$ cat src/assert_macros.svh
// Assertion macros shared by the dimmer RTL.
`ifndef ASSERT_MACROS_SVH
`define ASSERT_MACROS_SVH

// A condition that must hold at every clock edge outside reset.
`define ASSERT_HOLDS(lbl, cond, msg) \
    lbl: assert property (@(posedge clk) disable iff (!rst_n) (cond)) \
        else $error(msg);

// A condition that must hold in the same cycle as its trigger.
`define ASSERT_IMPLIES(lbl, ante, cons, msg) \
    lbl: assert property (@(posedge clk) disable iff (!rst_n) (ante) |-> (cons)) \
        else $error(msg);

`endif

$ cat src/pcdf_pkg.sv
// Shared types and constants of the phase-cut dimmer with fade.
package pcdf_pkg;

    // Item kind codes. The last code is unused and leaves the state as it is.
    localparam logic [1:0] KIND_TICK  = 2'd0;
    localparam logic [1:0] KIND_ZC    = 2'd1;
    localparam logic [1:0] KIND_CMD   = 2'd2;
    localparam logic [1:0] KIND_SPARE = 2'd3;

    // Register indexes of the configuration port.
    localparam logic [1:0] REG_FADE_RATE    = 2'd0;
    localparam logic [1:0] REG_DELAY_SLOPE  = 2'd1;
    localparam logic [1:0] REG_DELAY_OFFSET = 2'd2;

    localparam int PADDR_W = 4;

    // Register reset values.
    localparam logic [15:0] FADE_RATE_RST    = 16'd256;
    localparam logic [7:0]  DELAY_SLOPE_RST  = 8'd30;
    localparam logic [15:0] DELAY_OFFSET_RST = 16'd400;

    localparam logic [7:0]  TARGET_RST  = 8'd255;
    localparam int          LEVEL_MAX_DEF = 255;
    localparam int          DELAY_W     = 17;
    localparam logic [16:0] DELAY_LIMIT = 17'h1FFFF;

    typedef struct packed {
        logic [1:0] kind;
        logic       want_on;
        logic [7:0] target_level;
        logic       fade_enable;
    } pcdf_item_t;

    typedef struct packed {
        logic [15:0] fade_rate;
        logic [7:0]  delay_slope;
        logic [15:0] delay_offset;
    } pcdf_cfg_t;

endpackage

$ cat src/pcdf_cfg.sv
// APB register file holding the fade rate and firing delay settings.
module pcdf_cfg (
    input  logic                        clk,
    input  logic                        rst_n,
    input  logic                        psel,
    input  logic                        penable,
    input  logic                        pwrite,
    input  logic [pcdf_pkg::PADDR_W-1:0] paddr,
    input  logic [31:0]                 pwdata,
    output logic [31:0]                 prdata,
    output logic                        pready,
    output pcdf_pkg::pcdf_cfg_t         cfg
);
    import pcdf_pkg::*;

    logic [15:0] fade_rate_reg;
    logic [7:0]  delay_slope_reg;
    logic [15:0] delay_offset_reg;
    logic [1:0]  reg_index;
    logic        wr_en;

    assign pready    = 1'b1;
    assign reg_index = paddr[3:2];
    assign wr_en     = psel && penable && pwrite;

    always_ff @(posedge clk or negedge rst_n)
    begin
        if (!rst_n)
        begin
            fade_rate_reg    <= FADE_RATE_RST;
            delay_slope_reg  <= DELAY_SLOPE_RST;
            delay_offset_reg <= DELAY_OFFSET_RST;
        end
        else if (wr_en)
        begin
            unique case (reg_index)
                REG_FADE_RATE:    fade_rate_reg    <= pwdata[15:0];
                REG_DELAY_SLOPE:  delay_slope_reg  <= pwdata[7:0];
                REG_DELAY_OFFSET: delay_offset_reg <= pwdata[15:0];
                default:          ;
            endcase
        end
    end

    always_comb
    begin
        unique case (reg_index)
            REG_FADE_RATE:    prdata = {16'd0, fade_rate_reg};
            REG_DELAY_SLOPE:  prdata = {24'd0, delay_slope_reg};
            REG_DELAY_OFFSET: prdata = {16'd0, delay_offset_reg};
            default:          prdata = 32'd0;
        endcase
    end

    assign cfg.fade_rate    = fade_rate_reg;
    assign cfg.delay_slope  = delay_slope_reg;
    assign cfg.delay_offset = delay_offset_reg;

endmodule

$ cat src/pcdf_core.sv
// Dimmer state, input register and result register with the per-word update logic.
`include "assert_macros.svh"

module pcdf_core #(
    parameter int LEVEL_MAX = pcdf_pkg::LEVEL_MAX_DEF
) (
    input  logic                 clk,
    input  logic                 rst_n,
    input  pcdf_pkg::pcdf_cfg_t  cfg,
    input  logic                 item_valid,
    output logic                 item_ready,
    input  pcdf_pkg::pcdf_item_t item,
    output logic                 result_valid,
    input  logic                 result_ready,
    output logic                 gate_drive,
    output logic [7:0]           level_now,
    output logic                 lamp_on
);
    import pcdf_pkg::*;

    localparam int LW = $clog2(LEVEL_MAX + 1);
    localparam int FW = LW + 8;
    localparam int SW = ((FW > 16) ? FW : 16) + 1;
    localparam int PW = 8 + LW;
    localparam int DW = ((PW > 16) ? PW : 16) + 1;
    localparam logic [LW-1:0] LMAX      = LW'(LEVEL_MAX);
    localparam logic [FW-1:0] LEVEL_CAP = {LMAX, 8'h00};

    // Input stage.
    logic       s1_valid_reg;
    pcdf_item_t s1_item_reg;

    // Dimmer state.
    logic [FW-1:0]      level_reg,       level_next;
    logic [7:0]         target_reg,      target_next;
    logic               on_reg,          on_next;
    logic               fade_reg,        fade_next;
    logic               busy_reg,        busy_next;
    logic [DELAY_W-1:0] delay_count_reg, delay_count_next;
    logic               delay_armed_reg, delay_armed_next;
    logic               gate_reg,        gate_next;

    // Result stage.
    logic       out_valid_reg;
    logic       out_gate_reg;
    logic [7:0] out_level_reg;
    logic       out_on_reg;

    logic advance;

    logic [LW-1:0]      whole;
    logic [LW-1:0]      goal;
    logic [FW-1:0]      cap;
    logic [FW-1:0]      floor_lvl;
    logic [SW-1:0]      floor_plus;
    logic [SW-1:0]      rise_sum;
    logic [FW-1:0]      fade_level;
    logic [LW-1:0]      fade_whole;
    logic               fade_on;
    logic               fade_gate;
    logic [PW-1:0]      delay_prod;
    logic [DW-1:0]      delay_sum;
    logic [DELAY_W-1:0] delay_len;

    assign advance    = s1_valid_reg && (!out_valid_reg || result_ready);
    assign item_ready = !s1_valid_reg || advance;

    always_ff @(posedge clk or negedge rst_n)
    begin
        if (!rst_n)
        begin
            s1_valid_reg <= 1'b0;
        end
        else if (item_ready)
        begin
            s1_valid_reg <= item_valid;
        end
    end

    always_ff @(posedge clk)
    begin
        if (item_ready && item_valid)
        begin
            s1_item_reg <= item;
        end
    end

    // Goal level: the commanded target, clamped to full scale.
    assign whole = level_reg[FW-1:8];
    assign goal  = (16'(target_reg) > 16'(LEVEL_MAX)) ? LMAX : LW'(target_reg);
    assign cap   = {goal, 8'h00};

    // Fade step: move toward the goal by the fade rate, or jump to it.
    assign floor_lvl  = on_reg ? cap : '0;
    assign floor_plus = SW'(floor_lvl) + SW'(cfg.fade_rate);
    assign rise_sum   = SW'(level_reg) + SW'(cfg.fade_rate);

    always_comb
    begin
        fade_level = level_reg;
        if (fade_reg)
        begin
            if ((whole > goal) || (!on_reg && (whole != '0)))
            begin
                if (SW'(level_reg) >= floor_plus)
                begin
                    fade_level = level_reg - FW'(cfg.fade_rate);
                end
                else
                begin
                    fade_level = floor_lvl;
                end
            end
            else if ((whole < goal) && on_reg && (whole < LMAX))
            begin
                fade_level = (rise_sum > SW'(cap)) ? cap : FW'(rise_sum);
            end
        end
        else
        begin
            fade_level = on_reg ? cap : '0;
        end
    end

    // Fully off drops the lamp flag and the gate; full scale sets both.
    assign fade_whole = fade_level[FW-1:8];

    always_comb
    begin
        fade_on   = on_reg;
        fade_gate = 1'b1;
        if (fade_whole == '0)
        begin
            fade_on   = 1'b0;
            fade_gate = 1'b0;
        end
        else if (fade_whole == LMAX)
        begin
            fade_on = 1'b1;
        end
    end

    // Firing delay, saturated to the counter width.
    assign delay_prod = PW'(cfg.delay_slope) * PW'(LMAX - whole);
    assign delay_sum  = DW'(delay_prod) + DW'(cfg.delay_offset);
    assign delay_len  = (delay_sum > DW'(DELAY_LIMIT)) ? DELAY_LIMIT : DELAY_W'(delay_sum);

    always_comb
    begin
        level_next       = level_reg;
        target_next      = target_reg;
        on_next          = on_reg;
        fade_next        = fade_reg;
        busy_next        = busy_reg;
        delay_count_next = delay_count_reg;
        delay_armed_next = delay_armed_reg;
        gate_next        = gate_reg;

        case (s1_item_reg.kind)
            KIND_TICK:
            begin
                if (delay_armed_reg)
                begin
                    if (delay_count_reg <= DELAY_W'(1))
                    begin
                        level_next       = fade_level;
                        on_next          = fade_on;
                        gate_next        = fade_gate;
                        busy_next        = 1'b0;
                        delay_armed_next = 1'b0;
                        delay_count_next = '0;
                    end
                    else
                    begin
                        delay_count_next = delay_count_reg - DELAY_W'(1);
                    end
                end
            end
            KIND_ZC:
            begin
                if (!busy_reg)
                begin
                    if ((whole != '0) && (whole < LMAX))
                    begin
                        busy_next        = 1'b1;
                        gate_next        = 1'b0;
                        delay_count_next = delay_len;
                        delay_armed_next = 1'b1;
                    end
                    else
                    begin
                        level_next       = fade_level;
                        on_next          = fade_on;
                        gate_next        = fade_gate;
                        busy_next        = 1'b0;
                        delay_armed_next = 1'b0;
                        delay_count_next = '0;
                    end
                end
            end
            KIND_CMD:
            begin
                on_next     = s1_item_reg.want_on;
                target_next = s1_item_reg.target_level;
                fade_next   = s1_item_reg.fade_enable;
            end
            default:
            begin
            end
        endcase
    end

    always_ff @(posedge clk or negedge rst_n)
    begin
        if (!rst_n)
        begin
            level_reg       <= '0;
            target_reg      <= TARGET_RST;
            on_reg          <= 1'b1;
            fade_reg        <= 1'b0;
            busy_reg        <= 1'b0;
            delay_count_reg <= '0;
            delay_armed_reg <= 1'b0;
            gate_reg        <= 1'b0;
            out_valid_reg   <= 1'b0;
        end
        else if (advance)
        begin
            level_reg       <= level_next;
            target_reg      <= target_next;
            on_reg          <= on_next;
            fade_reg        <= fade_next;
            busy_reg        <= busy_next;
            delay_count_reg <= delay_count_next;
            delay_armed_reg <= delay_armed_next;
            gate_reg        <= gate_next;
            out_valid_reg   <= 1'b1;
        end
        else if (result_ready)
        begin
            out_valid_reg <= 1'b0;
        end
    end

    always_ff @(posedge clk)
    begin
        if (advance)
        begin
            out_gate_reg  <= gate_next;
            out_level_reg <= 8'(level_next[FW-1:8]);
            out_on_reg    <= on_next;
        end
    end

    assign result_valid = out_valid_reg;
    assign gate_drive   = out_gate_reg;
    assign level_now    = out_level_reg;
    assign lamp_on      = out_on_reg;

    `ASSERT_IMPLIES(a_armed_busy, delay_armed_reg, busy_reg, "delay armed outside a half cycle")
    `ASSERT_IMPLIES(a_armed_gate_low, delay_armed_reg, !gate_reg, "gate high while delay armed")
    `ASSERT_HOLDS(a_level_range, level_reg <= LEVEL_CAP, "level above full scale")

endmodule

$ cat src/phase_cut_dimmer_with_fade_unit.sv
// Top level of the leading-edge phase-cut dimmer with fade.
//
//   channel   direction  handshake                    payload
//   item      in         item_valid / item_ready      kind, want_on, target_level, fade_enable
//   result    out        result_valid / result_ready  gate_drive, level_now, lamp_on
//   config    in         APB psel/penable/pready      paddr, pwdata, prdata
//
// Each word goes into the input register, then through the update logic into the state
// and the result register. A new word is accepted every cycle unless the input register
// is full behind a stalled result; the input register and the result register
// let one word wait at the output while the next one is taken in.
// A stalled result holds the update of the word behind it, so the state always
// follows the words in order. Reset is asynchronous and active low; it restores
// the register defaults, a dark lamp with the on flag set and full target.
module phase_cut_dimmer_with_fade_unit #(
    parameter int LEVEL_MAX = pcdf_pkg::LEVEL_MAX_DEF
) (
    input  logic                         clk,
    input  logic                         rst_n,
    // Configuration port.
    input  logic                         psel,
    input  logic                         penable,
    input  logic                         pwrite,
    input  logic [pcdf_pkg::PADDR_W-1:0] paddr,
    input  logic [31:0]                  pwdata,
    output logic [31:0]                  prdata,
    output logic                         pready,
    // Input words: ticks, zero crossings and commands.
    input  logic                         item_valid,
    output logic                         item_ready,
    input  logic [1:0]                   kind,
    input  logic                         want_on,
    input  logic [7:0]                   target_level,
    input  logic                         fade_enable,
    // Result words: one for every input word.
    output logic                         result_valid,
    input  logic                         result_ready,
    output logic                         gate_drive,
    output logic [7:0]                   level_now,
    output logic                         lamp_on
);
    import pcdf_pkg::*;

    pcdf_cfg_t  cfg;
    pcdf_item_t item;

    // Pack the input word fields for the core.
    assign item.kind         = kind;
    assign item.want_on      = want_on;
    assign item.target_level = target_level;
    assign item.fade_enable  = fade_enable;

    // Register file: fade rate, delay slope and delay offset.
    pcdf_cfg u_cfg (
        .clk     (clk),
        .rst_n   (rst_n),
        .psel    (psel),
        .penable (penable),
        .pwrite  (pwrite),
        .paddr   (paddr),
        .pwdata  (pwdata),
        .prdata  (prdata),
        .pready  (pready),
        .cfg     (cfg)
    );

    // Core: a zero crossing arms the firing delay, or runs the fade step at once at dark or full scale;
    // delay expiry runs the fade step and raises the gate unless dark; commands update the target and the mode flags.
    pcdf_core #(
        .LEVEL_MAX (LEVEL_MAX)
    ) u_core (
        .clk          (clk),
        .rst_n        (rst_n),
        .cfg          (cfg),
        .item_valid   (item_valid),
        .item_ready   (item_ready),
        .item         (item),
        .result_valid (result_valid),
        .result_ready (result_ready),
        .gate_drive   (gate_drive),
        .level_now    (level_now),
        .lamp_on      (lamp_on)
    );

endmodule

$ cat config.mk
export PLATFORM = sky130hd
export DESIGN_NAME = phase_cut_dimmer_with_fade_unit
export DESIGN_NICKNAME = d
export VERILOG_FILES = /design/src/pcdf_pkg.sv /design/src/pcdf_cfg.sv /design/src/pcdf_core.sv /design/src/phase_cut_dimmer_with_fade_unit.sv
export VERILOG_INCLUDE_DIRS = /design/src /design/src/src
export SDC_FILE = /design/constraint.sdc
export NUM_CORES = 1
export LEC_CHECK = 0
export ABC_AREA = 1
export ABC_CLOCK_PERIOD_IN_PS = 6500
export BUFFER_PORTS_ARGS = -buffer_cell sky130_fd_sc_hd__clkbuf_2
export CELL_PAD_IN_SITES_DETAIL_PLACEMENT = 0
export CELL_PAD_IN_SITES_GLOBAL_PLACEMENT = 2
export CORE_ASPECT_RATIO = 1.5
export CORE_UTILIZATION = 36
export CTS_CLUSTER_SIZE = 40
export DETAILED_ROUTE_END_ITERATION = 10
export GPL_ROUTABILITY_DRIVEN = 0
export PLACE_DENSITY = 0.89
export SLEW_MARGIN = 10
export SYNTH_ARGS = -nofsm -noshare
export SYNTH_HDL_FRONTEND = slang
export SYNTH_SLANG_ARGS = --single-unit
$ cat constraint.sdc
create_clock -name clk -period 6.5 [get_ports clk]
set_clock_uncertainty 0.05 [all_clocks]
set_input_delay 1.3 -clock clk [delete_from_list [all_inputs] [get_ports clk]]
set_output_delay 1.3 -clock clk [all_outputs]
set_load 0.01 [all_outputs]
==> impl_metrics.toml, run 1 <==
[placement]
place_area_um2 = 11800
dp_cells = 1967
port_buffers = 64
hpwl_um = 28500

[yosys]
postSynthCellCount = 1527
async_reset_ff_share_pct = 80.0
synth_edf_count = 22
ys_ff_latch = 110
synth_common_cells = "nand2_1, inv_1, nor2_1, ha_1, a21oi_1"
syn-cell-area_um2 = 11100
ys.flop_type = "dfrtp_1"
yosysMostFrequentCell = "nand2_1"
yosysWarnings = 0
netlist-cell-type-count = 57
yosysTopAreaCellShare_pct = 15.9
synth-seq-area-share_pct = 25.9
synth.largest_area_cell = "dfrtp_1"
synth_area_leaders = "dfrtp_1, ha_1, nand2_1"
avgSynthCellArea_um2 = 7.30

[timing]
rsz0062_at_grt = "true"
slew_headroom_pct = 35.6
setup_violations = 0
slew_violations = 0
post-route-period-util_pct = 93.5
fmax_mhz = 165
hold_viol_final = 0
fin_crit_ps = 6080
tightest_slew_ps = 963

[run_status]
outcome = "finished clean"

[min_path]
hp-class = "reg -> reg"
hp-start = "u_core.s1_item_reg[1]"

[grt]
grt_start_max_net_pins = 47
antenna_found_initial = 0
grt_first_pass_wirelength_um = 54800
overflow = 0
grt.total_usage_pct = 22.7
grt_pass1_vias = 10200

[worst_setup_path]
worstReg2RegStart = "u_core.level_reg[9]"
crit_path_frequent_cell = "inv_1"
slowest_delay_ps = 580
startpoint_type = "flip-flop"
crit_fanout = 6
crit_family = "adder cells"
worstPathArrival_ps = 6350
worst-path-buf-inv = 8
crit_required_ps = 6770
crit_path_start = "u_core.level_reg[9]"
cp_slowest_cell = "fa_1"
critPathKind = "reg -> reg"
endpoint_kind = "flip-flop"

[clock_tree]
htreeDepth = 3
numCtsBuffers = 9
cts_sinks = 110
postCtsSetupRepairBufs = 0
clock_latency_ps = 390
cts_tree = "done"
clockBufferDepth = 2
root_buffer = "clkbuf_16"
clk_pin_slew_ps = 80

[routing]
first_pass_iters = 5
drt-total-wl_um = 34300
wl_per_cell_um = 17.3
avgViaCountPerCell = 5.00
ant_nets = 0
drc = 0
dr_total_vias = 9917
dr.first_iter.drc_count = 442

[power_and_ir_drop]
power_leakage_nw = 6.39
power_density_nw_per_um2 = 539
ir_drop_uv = 386

[floorplan]
die_w_um = 146
dieArea_um2 = 31700
fp-row-count = 78
core_area_um2 = 30400
die_h_um = 218
ioPinCount = 100
start_util_pct = 36.7

[cells_and_area]
instances_no_fill = 1983
n_antenna_cell = 0
fill_cells = 3212
layout-drive-gt1-share_pct = 11.4
largest_register_ffs = 17
postLayoutCoreUtil_pct = 40.0
regArea_um2 = 2890
design_area_um2 = 12100
syn_to_final_growth_pct = 8.93
nets = 1790
multi_input_area_um2 = 7050

[job]
maxCapViolations = 0
-- cells by family (layout without fill, tap and decap cells) --
group	after synthesis	in the layout	share of synthesized area, %
adder cells (fa/ha/maj)	157	157	20.3
AO/OA/AOI/OAI	262	262	13.4
other	2	17	0.0674
flip-flops	110	110	25.9
multiplexers	2	2	0.191
AND/OR/NAND/NOR	642	642	25.0
XOR/XNOR	47	47	3.69
buffers and inverters	305	346	11.4
-- placed cells by master (no fill, tap or decap), types with 17 or more instances in the layout --
master / netlist / layout
nand2_1: 307 / 307
inv_1: 235 / 233
buf_4: 20 / 20
nor2_1: 174 / 174
xor2_1: 38 / 38
conb_1: 2 / 17
fa_1: 40 / 40
clkbuf_2: 0 / 63
ha_1: 117 / 117
nand2_2: 22 / 22
o21ai_0: 91 / 90
edfxtp_1: 22 / 22
dfrtp_1: 71 / 69
nand3_1: 81 / 81
dfstp_2: 17 / 17
a21oi_1: 100 / 100
-- final timing paths --
| path | end | slack [ps] | cells after the start |
|---|---|---|---|
| min | u_core.goal[0] | 430 | 1 |
| min in group asynchronous | u_core.delay_count_reg[3] | 850 | 1 |
| min reg2reg | u_core.goal[0] | 430 | 1 |
| max reg2reg | u_core.delay_count_reg[15] | 420 | 29 |
| max in group asynchronous | u_core.level_reg[10] | 4390 | 2 |
| max | u_core.delay_count_reg[15] | 420 | 29 |
-- final cells by class --
cell class                 instances  share of cell area, %
multi-input combinational       1127                   58.1
sequential                       110                   23.8
inverter                         247                   7.72
tap                              400                   4.12
timing repair buffer              83                   3.83
clock buffer                      10                   2.06
clock inverter                     6                  0.422
-- report_power, final --
part	switching, mW	internal (mW)	leakage, nW	total (mW)
Clock	0.300	0.290	0.144	0.590
Combinational	3.11	1.79	5.01	4.90
Sequential	0.189	0.873	1.24	1.06
-- metal layers --
layer / part of all wire [%] / wire, um / vias up / global-route usage [%]
met3: 2.5 / 844 / 73 / 2.15
met2: 53 / 18100 / 178 / 42.7
li1: - / - / 4991 / -
met4: 5.7 / 1970 / 0 / 13.7
met5: 0 / 0 / - / 0
met1: 39 / 13300 / 4675 / 24.3
-- per-stage QoR --
step	setup TNS [ps]	hold WS, ps	total power, mW	setup WS (ps)
2_1_floorplan	0	406	4.79	950
3_3_place_gp	0	422	5.89	379
3_5_place_dp	0	425	5.92	369
4_1_cts	0	442	6.56	323
5_1_grt	-22.9	461	7.40	-20.3
6_report	0	434	6.55	422
-- repair_timing --
action,CTS,global route
hold buffers,0,0
resized for setup,0,6
setup endpoints to repair,0,3
Note: power is estimated with default switching activity, not from simulation.
==> run 2: changes to the inputs <==
Settings changed: GPL_TIMING_DRIVEN set to 0.
==> impl_metrics.toml, run 2 (same netlist as run 1, synthesis figures left out) <==
[worst_setup_path]
crit_end = "u_core.delay_count_reg[15]"
startpoint_type = "flip-flop"
crit_required_ps = 6770
ff2ff_setup_slack_ps = 380
slowest_delay_ps = 540
cp_slowest_cell = "dfrtp_1"
crit_fanout = 10
rr_worst_depth = 30
crit_path_start = "u_core.level_reg[8]"
critPathKind = "reg -> reg"
worstReg2RegStart = "u_core.level_reg[8]"
crit_path_frequent_cell = "inv_1"
crit_family = "adder cells"
rr_endpoint = "u_core.delay_count_reg[15]"
worst-path-buf-inv = 6
endpoint_kind = "flip-flop"
worstPathArrival_ps = 6390
cp_num_cells = 30

[floorplan]
fp-row-count = 78
dieArea_um2 = 31700
ioPinCount = 100
core_area_um2 = 30400
die_h_um = 218
start_util_pct = 36.7
die_w_um = 146

[job]
maxCapViolations = 0

[power_and_ir_drop]
ir_drop_uv = 375
power_density_nw_per_um2 = 538
p_total_mw = 6.68
power_leakage_nw = 6.54

[routing]
drc = 0
dr.first_iter.drc_count = 492
first_pass_iters = 5
ant_nets = 0
avgViaCountPerCell = 4.99
wl_per_cell_um = 17.6
dr_total_vias = 10100
drt-total-wl_um = 35600

[timing]
slew_headroom_pct = 45.8
slew_violations = 0
post-route-period-util_pct = 94.2
rsz0062_at_grt = "false"
setup_violations = 0
hold_viol_final = 0
tightest_slew_ps = 813
fmax_mhz = 163
fin_crit_ps = 6120

[placement]
port_buffers = 64
hpwl_um = 29800
place_area_um2 = 12000

[grt]
antenna_found_initial = 1
grt_start_max_net_pins = 89
overflow = 0
grt.total_usage_pct = 23.2
grt_pass1_vias = 10300
grt_first_pass_wirelength_um = 55900

[cells_and_area]
final_common_cell = "nand2_1"
layout-drive-gt1-share_pct = 12.9
largest_register_ffs = 17
design_area_um2 = 12400
layout_common_cells = "nand2_1, inv_1, nor2_1, ha_1, a21oi_1"
nets = 1832
syn_to_final_growth_pct = 11.3

[clock_tree]
cts_sinks = 110
root_buffer = "clkbuf_16"
clock_latency_ps = 380
clockBufferDepth = 2
hold_buffers = 0
htreeDepth = 3
cts_tree = "done"
clk_pin_slew_ps = 90
numCtsBuffers = 9

[run_status]
outcome = "finished clean"

[min_path]
hp-class = "reg -> reg"
-- run 2: changes by cell type in the layout (fill, tap and decap cells not counted), sizes merged --
| cell | change |
|---|---|
| clkbuf | +20 |
| diode | +1 |
| clkinv | +2 |
| buf | +21 |
| inv | +1 |
| clkinvlp | -2 |
-- run 2: routing by layer --
metal / wire length (um) / part of all wire (%) / vias up / track usage [%]
met1: 13800 / 39 / 4825 / 24.5
met4: 1420 / 4.0 / 0 / 11.1
met3: 694 / 2.0 / 57 / 2.47
met2: 19700 / 55 / 142 / 45.5
met5: 0 / 0 / - / 0
li1: - / - / 5076 / -
-- run 2: cell type report --
type / count / area (um^2)
Clock buffer: 9 / 225
Timing Repair Buffer: 68 / 359
Antenna cell: 1 / 2.50
Buffer: 57 / 354
Multi-Input combinational cell: 1127 / 7060
Inverter: 247 / 937
Fill cell: 3222 / 17900
Tap cell: 400 / 500
Clock inverter: 7 / 76.3
Sequential cell: 110 / 2890
-- run 2: through the flow --
step | utilization, % | hold WS (ps) | setup WS (ps) | TNS, ps | std cells
after floorplan | - | 406 | 950 | 0 | 1542
after global placement | 39.6 | 412 | -212 | -417 | 2006
after detailed placement | 39.6 | 415 | -156 | -295 | 2006
after CTS | 40.7 | 436 | 26.0 | 0 | 2022
after global routing | 40.9 | 457 | 3.53 | 0 | 2026
final | 40.9 | 437 | 378 | 0 | 2026
-- run 2: repair_timing --
action	in CTS	in global routing
setup endpoints to repair	3	5
gates resized for setup	2	23
buffers inserted	0	4
pin swaps	0	2
-- run 2: report_power, final --
part           internal, mW  total, mW  switching, mW
Sequential            0.873       1.04          0.168
Clock                 0.275      0.589          0.314
Combinational          1.83       5.05           3.22
Total                  2.98       6.68           3.70
-- run 2: worst min-delay path by stage --
stage	startpoint	to	slack, ps	cells past startpoint
floorplan	u_core.s1_item_reg[1]	u_core.goal[0]	410	1
global placement	u_core.s1_item_reg[1]	u_core.goal[0]	410	1
detailed placement	u_core.s1_item_reg[1]	u_core.goal[0]	410	1
CTS	u_core.s1_item_reg[1]	u_core.goal[0]	440	1
global route	u_core.s1_item_reg[1]	u_core.goal[0]	460	1
finish	u_core.s1_item_reg[1]	u_core.goal[0]	440	1
